[src/sgsf_pkg.sv]
// Shared types and constants for the spread-gated smoothing filter.
// Used by every module of the block; depends on nothing.
package sgsf_pkg;

    // Sample and window geometry
    localparam int SAMPLE_W  = 16;
    localparam int WIN_SIZE  = 3;
    localparam int POS_W     = (WIN_SIZE > 1) ? $clog2(WIN_SIZE) : 1;
    localparam int WIN_SQ    = WIN_SIZE * WIN_SIZE;
    localparam int SQ_W      = 2 * SAMPLE_W;
    // Wide enough for n^2 * limit^2 and for the sum of all pairwise squares
    localparam int CMP_W     = SQ_W + $clog2(WIN_SQ);

    // Configuration port
    localparam int CFG_IDX_W = 2;

    typedef enum logic [CFG_IDX_W-1:0] {
        REG_LOW_LIMIT    = 2'd0,
        REG_HIGH_LIMIT   = 2'd1,
        REG_SPREAD_LIMIT = 2'd2
    } cfg_index_t;

    // Reset values
    localparam logic [SAMPLE_W-1:0] RESET_LOW_LIMIT    = 16'd850;
    localparam logic [SAMPLE_W-1:0] RESET_HIGH_LIMIT   = 16'd2900;
    localparam logic [SAMPLE_W-1:0] RESET_SPREAD_LIMIT = 16'd250;
    localparam logic [SAMPLE_W-1:0] RESET_HELD         = 16'd850;
    localparam logic [SQ_W-1:0]     RESET_SPREAD_SQ    =
        SQ_W'(RESET_SPREAD_LIMIT) * SQ_W'(RESET_SPREAD_LIMIT);
    localparam logic [CMP_W-1:0]    RESET_LIMIT_TERM   =
        CMP_W'(RESET_SPREAD_SQ) * CMP_W'(WIN_SQ);

    typedef logic [SAMPLE_W-1:0] sample_t;
    typedef logic [WIN_SIZE-1:0][SAMPLE_W-1:0] sample_win_t;

    // Configuration as seen by the datapath
    typedef struct packed {
        sample_t            low_limit;
        sample_t            high_limit;
        logic [CMP_W-1:0]   limit_term;   // n^2 * spread_limit^2
    } cfg_t;

endpackage

[src/spread_gated_smoothing_filter_unit.sv]
// Top level of the spread-gated smoothing filter: input register, gating and
// averaging datapath, result register. Uses sgsf_pkg, sgsf_cfg, sgsf_spread.

// One raw sample in, one smoothed value out. Every sample enters a ring of the
// last three samples; a sample strictly between the low and high limits is
// taken when the window's standard deviation is within the spread limit,
// otherwise the last taken value is reused. The output is the floor of the
// mean of the previous output and that value. Throughput is one transaction
// per clock; a result is offered from the result register after passing the
// input register, and a stalled output holds the pipeline.
// Register writes must be made while no transaction is in flight; a spread
// limit write passes the squared-limit register, then the limit-term register,
// before it reaches the datapath. There is no clearing pass after reset.
module spread_gated_smoothing_filter_unit (
    input  logic                                aclk,
    input  logic                                aresetn,
    input  logic                                cfg_wr_en,
    input  logic [sgsf_pkg::CFG_IDX_W-1:0]      cfg_index,
    input  logic [sgsf_pkg::SAMPLE_W-1:0]       cfg_wdata,
    input  logic                                s_valid,
    output logic                                s_ready,
    input  logic [sgsf_pkg::SAMPLE_W-1:0]       s_raw_sample,
    output logic                                m_valid,
    input  logic                                m_ready,
    output logic [sgsf_pkg::SAMPLE_W-1:0]       m_smoothed_value
);
    import sgsf_pkg::*;

    cfg_t               cfg;
    logic               in_valid_reg;
    sample_t            in_sample_reg;
    logic               out_valid_reg;
    sample_t            out_value_reg;
    sample_win_t        window_reg;
    sample_win_t        window_next;
    logic [POS_W-1:0]   wr_pos_reg;
    logic [POS_W-1:0]   wr_pos_next;
    sample_t            held_reg;
    sample_t            held_next;
    sample_t            prev_reg;
    sample_t            prev_next;
    logic               advance;
    logic               process;
    logic               too_wide;
    logic               in_range;
    logic               take;
    sample_t            chosen;
    logic [SAMPLE_W:0]  avg_sum;

    sgsf_cfg u_cfg (
        .aclk      (aclk),
        .aresetn   (aresetn),
        .cfg_wr_en (cfg_wr_en),
        .cfg_index (cfg_index),
        .cfg_wdata (cfg_wdata),
        .cfg       (cfg)
    );

    // Handshake: the result register frees the input stage
    assign advance = !out_valid_reg || m_ready;
    assign s_ready = !in_valid_reg || advance;
    assign process = in_valid_reg && advance;

    // Ring update with the sample in the input register
    always_comb begin
        for (int k = 0; k < WIN_SIZE; k++) begin
            window_next[k] = (wr_pos_reg == POS_W'(k)) ? in_sample_reg : window_reg[k];
        end
        wr_pos_next = (wr_pos_reg >= POS_W'(WIN_SIZE - 1)) ? '0 : wr_pos_reg + 1'b1;
    end

    sgsf_spread u_spread (
        .window     (window_next),
        .limit_term (cfg.limit_term),
        .too_wide   (too_wide)
    );

    // Gating and half-weight average
    assign in_range  = (in_sample_reg < cfg.high_limit) && (in_sample_reg > cfg.low_limit);
    assign take      = in_range && !too_wide;
    assign chosen    = take ? in_sample_reg : held_reg;
    assign held_next = chosen;
    assign avg_sum   = {1'b0, prev_reg} + {1'b0, chosen};
    assign prev_next = avg_sum[SAMPLE_W:1];

    // Input register
    always_ff @(posedge aclk) begin
        if (!aresetn) begin
            in_valid_reg <= 1'b0;
        end else if (s_ready) begin
            in_valid_reg <= s_valid;
        end
        if (s_valid && s_ready) begin
            in_sample_reg <= s_raw_sample;
        end
    end

    // Filter state and result register
    always_ff @(posedge aclk) begin
        if (!aresetn) begin
            out_valid_reg <= 1'b0;
            window_reg    <= '0;
            wr_pos_reg    <= '0;
            held_reg      <= RESET_HELD;
            prev_reg      <= RESET_HELD;
        end else begin
            if (advance) begin
                out_valid_reg <= in_valid_reg;
            end
            if (process) begin
                window_reg <= window_next;
                wr_pos_reg <= wr_pos_next;
                held_reg   <= held_next;
                prev_reg   <= prev_next;
            end
        end
        if (process) begin
            out_value_reg <= prev_next;
        end
    end

    assign m_valid          = out_valid_reg;
    assign m_smoothed_value = out_value_reg;

endmodule

[src/sgsf_cfg.sv]
// Configuration registers of the spread-gated smoothing filter.
// Keeps the limits and the pre-squared spread threshold; uses sgsf_pkg.
module sgsf_cfg (
    input  logic                                aclk,
    input  logic                                aresetn,
    input  logic                                cfg_wr_en,
    input  logic [sgsf_pkg::CFG_IDX_W-1:0]      cfg_index,
    input  logic [sgsf_pkg::SAMPLE_W-1:0]       cfg_wdata,
    output sgsf_pkg::cfg_t                      cfg
);
    import sgsf_pkg::*;

    sample_t            low_reg;
    sample_t            high_reg;
    logic [SQ_W-1:0]    spread_sq_reg;
    logic [CMP_W-1:0]   limit_term_reg;
    logic [CMP_W-1:0]   limit_term_next;

    // Scale the squared limit by n^2; registered after the squaring
    assign limit_term_next = CMP_W'(spread_sq_reg) * CMP_W'(WIN_SQ);

    // Register writes; unknown indices are dropped
    always_ff @(posedge aclk) begin
        if (!aresetn) begin
            low_reg        <= RESET_LOW_LIMIT;
            high_reg       <= RESET_HIGH_LIMIT;
            spread_sq_reg  <= RESET_SPREAD_SQ;
            limit_term_reg <= RESET_LIMIT_TERM;
        end else begin
            limit_term_reg <= limit_term_next;
            if (cfg_wr_en) begin
                case (cfg_index)
                    REG_LOW_LIMIT:    low_reg  <= cfg_wdata;
                    REG_HIGH_LIMIT:   high_reg <= cfg_wdata;
                    REG_SPREAD_LIMIT: spread_sq_reg <=
                        SQ_W'(cfg_wdata) * SQ_W'(cfg_wdata);
                    default: ;
                endcase
            end
        end
    end

    assign cfg.low_limit  = low_reg;
    assign cfg.high_limit = high_reg;
    assign cfg.limit_term = limit_term_reg;

endmodule

[src/sgsf_spread.sv]
// Window spread test of the spread-gated smoothing filter.
// n*sum(x^2) - sum(x)^2 is formed as the sum of pairwise squared differences.
// Uses sgsf_pkg.
module sgsf_spread (
    input  sgsf_pkg::sample_win_t           window,
    input  logic [sgsf_pkg::CMP_W-1:0]      limit_term,
    output logic                            too_wide
);
    import sgsf_pkg::*;

    logic [CMP_W-1:0] spread_sum;

    // One squarer per pair of window entries, summed
    always_comb begin
        logic [SAMPLE_W-1:0] diff;
        logic [SQ_W-1:0]     sq;
        spread_sum = '0;
        diff       = '0;
        sq         = '0;
        for (int i = 0; i < WIN_SIZE; i++) begin
            for (int j = i + 1; j < WIN_SIZE; j++) begin
                diff = (window[i] >= window[j]) ? (window[i] - window[j])
                                                : (window[j] - window[i]);
                sq   = SQ_W'(diff) * SQ_W'(diff);
                spread_sum = spread_sum + CMP_W'(sq);
            end
        end
    end

    assign too_wide = spread_sum > limit_term;

endmodule

[config.mk]
export PLATFORM = sky130hd
export DESIGN_NAME = spread_gated_smoothing_filter_unit
export DESIGN_NICKNAME = d
export VERILOG_FILES = /design/src/sgsf_pkg.sv /design/src/spread_gated_smoothing_filter_unit.sv /design/src/sgsf_cfg.sv /design/src/sgsf_spread.sv
export SDC_FILE = /design/constraint.sdc
export NUM_CORES = 2
export LEC_CHECK = 0
export BUFFER_PORTS_ARGS = -buffer_cell sky130_fd_sc_hd__buf_2
export CAP_MARGIN = 20
export CORE_ASPECT_RATIO = 0.75
export CORE_UTILIZATION = 40
export CTS_BUF_LIST = sky130_fd_sc_hd__clkbuf_16
export DETAILED_ROUTE_END_ITERATION = 7
export SETUP_SLACK_MARGIN = 0.5
export SLEW_MARGIN = 20
export SYNTH_ARGS = -nofsm -noshare
export SYNTH_HDL_FRONTEND = slang
export SYNTH_HIERARCHICAL = 1
export SYNTH_SLANG_ARGS = --single-unit
export TNS_END_PERCENT = 20
[constraint.sdc]
create_clock -name aclk -period 23 [get_ports aclk]
set_clock_uncertainty 0.2 [all_clocks]
set_input_delay 2.3 -clock aclk [delete_from_list [all_inputs] [get_ports aclk]]
set_output_delay 2.3 -clock aclk [all_outputs]
set_load 0.01 [all_outputs]
==> flow_metrics.tcl <==
set metrics [dict create \
    run_status "finished, final reports clean" \
    dp.cells 6793 \
    cp.required_ps 23080 \
    fill_cells 11400 \
    r2r-start "wr_pos_reg[1]" \
    hold_start "u_cfg/low_reg[14]" \
    min-delay-path-class "register to register" \
    core_sq_um 116000 \
    clk_latency_ps 530 \
    antenna_found_initial 5 \
    fin_ws_ps 4800 \
    cts-root-buf "clkbuf_16" \
    io_pins 57 \
    avgSynthCellArea_sq_um 8.79 \
    crit_path_start_kind "register" \
    fmax_mhz 54.9 \
    setup_violations 0 \
    grt_max_degree 74 \
    drc 0 \
    synth_nets 6742 \
    wirelength_microns 120000 \
    drive_above_1_share_pct 6.31 \
    fin_setup_tns_ps 0 \
    rrSetupSlack_ps 4800 \
    tightest_slew_ps 1200 \
    vias 34500 \
    slew_viol_final 0 \
    largest_reg_flops 48 \
    ant_nets 0 \
    htreeDepth 1 \
    synth_cells 5323 \
    criticalPathCategory "register to register" \
    die_h_microns 298 \
    synth_top_area_share_pct 33.6 \
    layout_common_cells "1220 x inv_1, 786 x fa_1, 594 x ha_1" \
    ys.flop_type "dfxtp_1" \
    fin_crit_ps 18200 \
    final_common_cell "inv_1" \
    slew_headroom_pct 19.4 \
    hpwl_microns 102000 \
    critPathMostFrequentCell "fa_1" \
    grt_pass1_vias 35500 \
    arrival_ps 18280 \
    cts_buffer_depth 3 \
    drt_iter0_drc 2345 \
    die_w_microns 397 \
    syn_area_sq_um 46800 \
    maxCapViolCount 0 \
    nets 6695 \
    rows 108 \
    post-place-ws_ps 4800 \
    crit_fanout 16 \
    final_cells 6831 \
    synth_top_area_cell "fa_1" \
    grt_pass1_wl_microns 196000 \
    hold_violations 0 \
    die_area_sq_um 118000 \
    critical_path.startpoint "wr_pos_reg[1]" \
    gr-total-overflow 0 \
    post-cts-setup-buffers 0 \
    clk_pin_slew_ps 60 \
    rsz0062_at_grt "no" \
    yosys_warnings 6 \
    post-route-period-util_pct 79.1 \
    portBuffers 56 \
    syn_to_final_growth_pct 5.47 \
    start_util_pct 40.4 \
    cpPeakStageDelay_ps 670 \
    cts_tree "yes" \
    holdBufCountCts 0 \
    ys_types 100 \
    track_usage_pct 20.8 \
    cts.sinks 214 \
    yosys_register_bits 214 \
    slowest_stage "nor2_2" \
    yosys-top-cells-area "fa_1 34%, ha_1 16%, inv_1 9.8%" \
    drt-vias-per-instance 5.05 \
    ys_seq_area_share_pct 9.84 \
    wl_per_cell_microns 17.6 \
    firstDrtPassIters 5 \
    async_flop_share_pct 0 \
    synth-edff-count 32 \
    numCtsBuffers 21 \
    cts_resized 0 \
    critPathCaptureType "register" \
    gp_congestion 0.926 \
]
==> kinds of logic after synthesis <==
kind of cell / share of synthesized area [%]
AO/OA/AOI/OAI: 10.9
other: 0.00801
buffers and inverters: 11.7
AND/OR/NAND/NOR: 12.4
multiplexers: 2.37
flip-flops: 9.84
XOR/XNOR: 3.28
adder cells (fa/ha/maj): 49.5
==> per-layer routing <==
layer  up-vias  GRT usage, %  wire length [microns]
met4         6          1.88                   1040
met1     17000          31.3                  58100
met2       904          31.0                  50700
met3        70          4.90                   9970
li1      16500             -                      -
met5         -         0.284                     79
==> cell type report <==
class                   instances  area, sq um  share of cell area [%]
multi-input cells            3683        36800                    74.5
inverters                    1244         4670                    9.46
flip-flops and latches        214         4600                    9.33
well taps                    1540         1930                    3.90
repair buffers                112          716                    1.45
clock buffers                  22          551                    1.12
clock inverters                14          125                   0.253
diodes                          2         5.00                  0.0101
==> worst max-delay path: cells and delay by family (launching register included) <==
| family | cells | cell delay (ps) |
|---|---|---|
| buffers and inverters | 9 | 1580 |
| and+or+nand+nor | 12 | 3180 |
| muxes | 3 | 1240 |
| AOI/OAI and AO/OA | 20 | 5090 |
| adders and majority gates | 14 | 5710 |
| DFF | 1 | 380 |
| xor gates and xnor gates | 2 | 520 |
==> through the flow <==
step	area, sq um	hold slack (ps)	util (%)
after CTS	49400	256	42.6
after global placement	48700	243	42.0
final	49400	255	42.6
after floorplan	46800	236	-
after detailed placement	48700	248	42.0
after global routing	49400	278	42.6
==> synthesized netlist by cell type, drive strengths merged, types with 15 or more instances <==
cell type	n
a211oi	28
a21boi	62
a21o	101
a21oi	217
a31oi	23
and2	62
and3	16
buf	59
clkbuf	123
dfxtp	182
edfxtp	32
fa	786
ha	594
inv	1239
mux2	68
mux2i	34
nand2	476
nand2b	65
nand3	62
nand4	41
nor2	428
nor2b	28
nor3	31
nor3b	15
o211ai	27
o21a	29
o21ai	134
o21bai	24
or2	34
xnor2	106
xor2	52
==> worst paths after layout <==
check        depth (start not counted)              endpoint
max reg2reg                         60  m_smoothed_value[15]
min reg2reg                          2     u_cfg/low_reg[14]
max                                 60  m_smoothed_value[15]
min                                  2     u_cfg/low_reg[14]
Power is left out: the tool's default activity adds up to more than one toggle a clock period on the data nets, which glitch-free logic cannot reach.
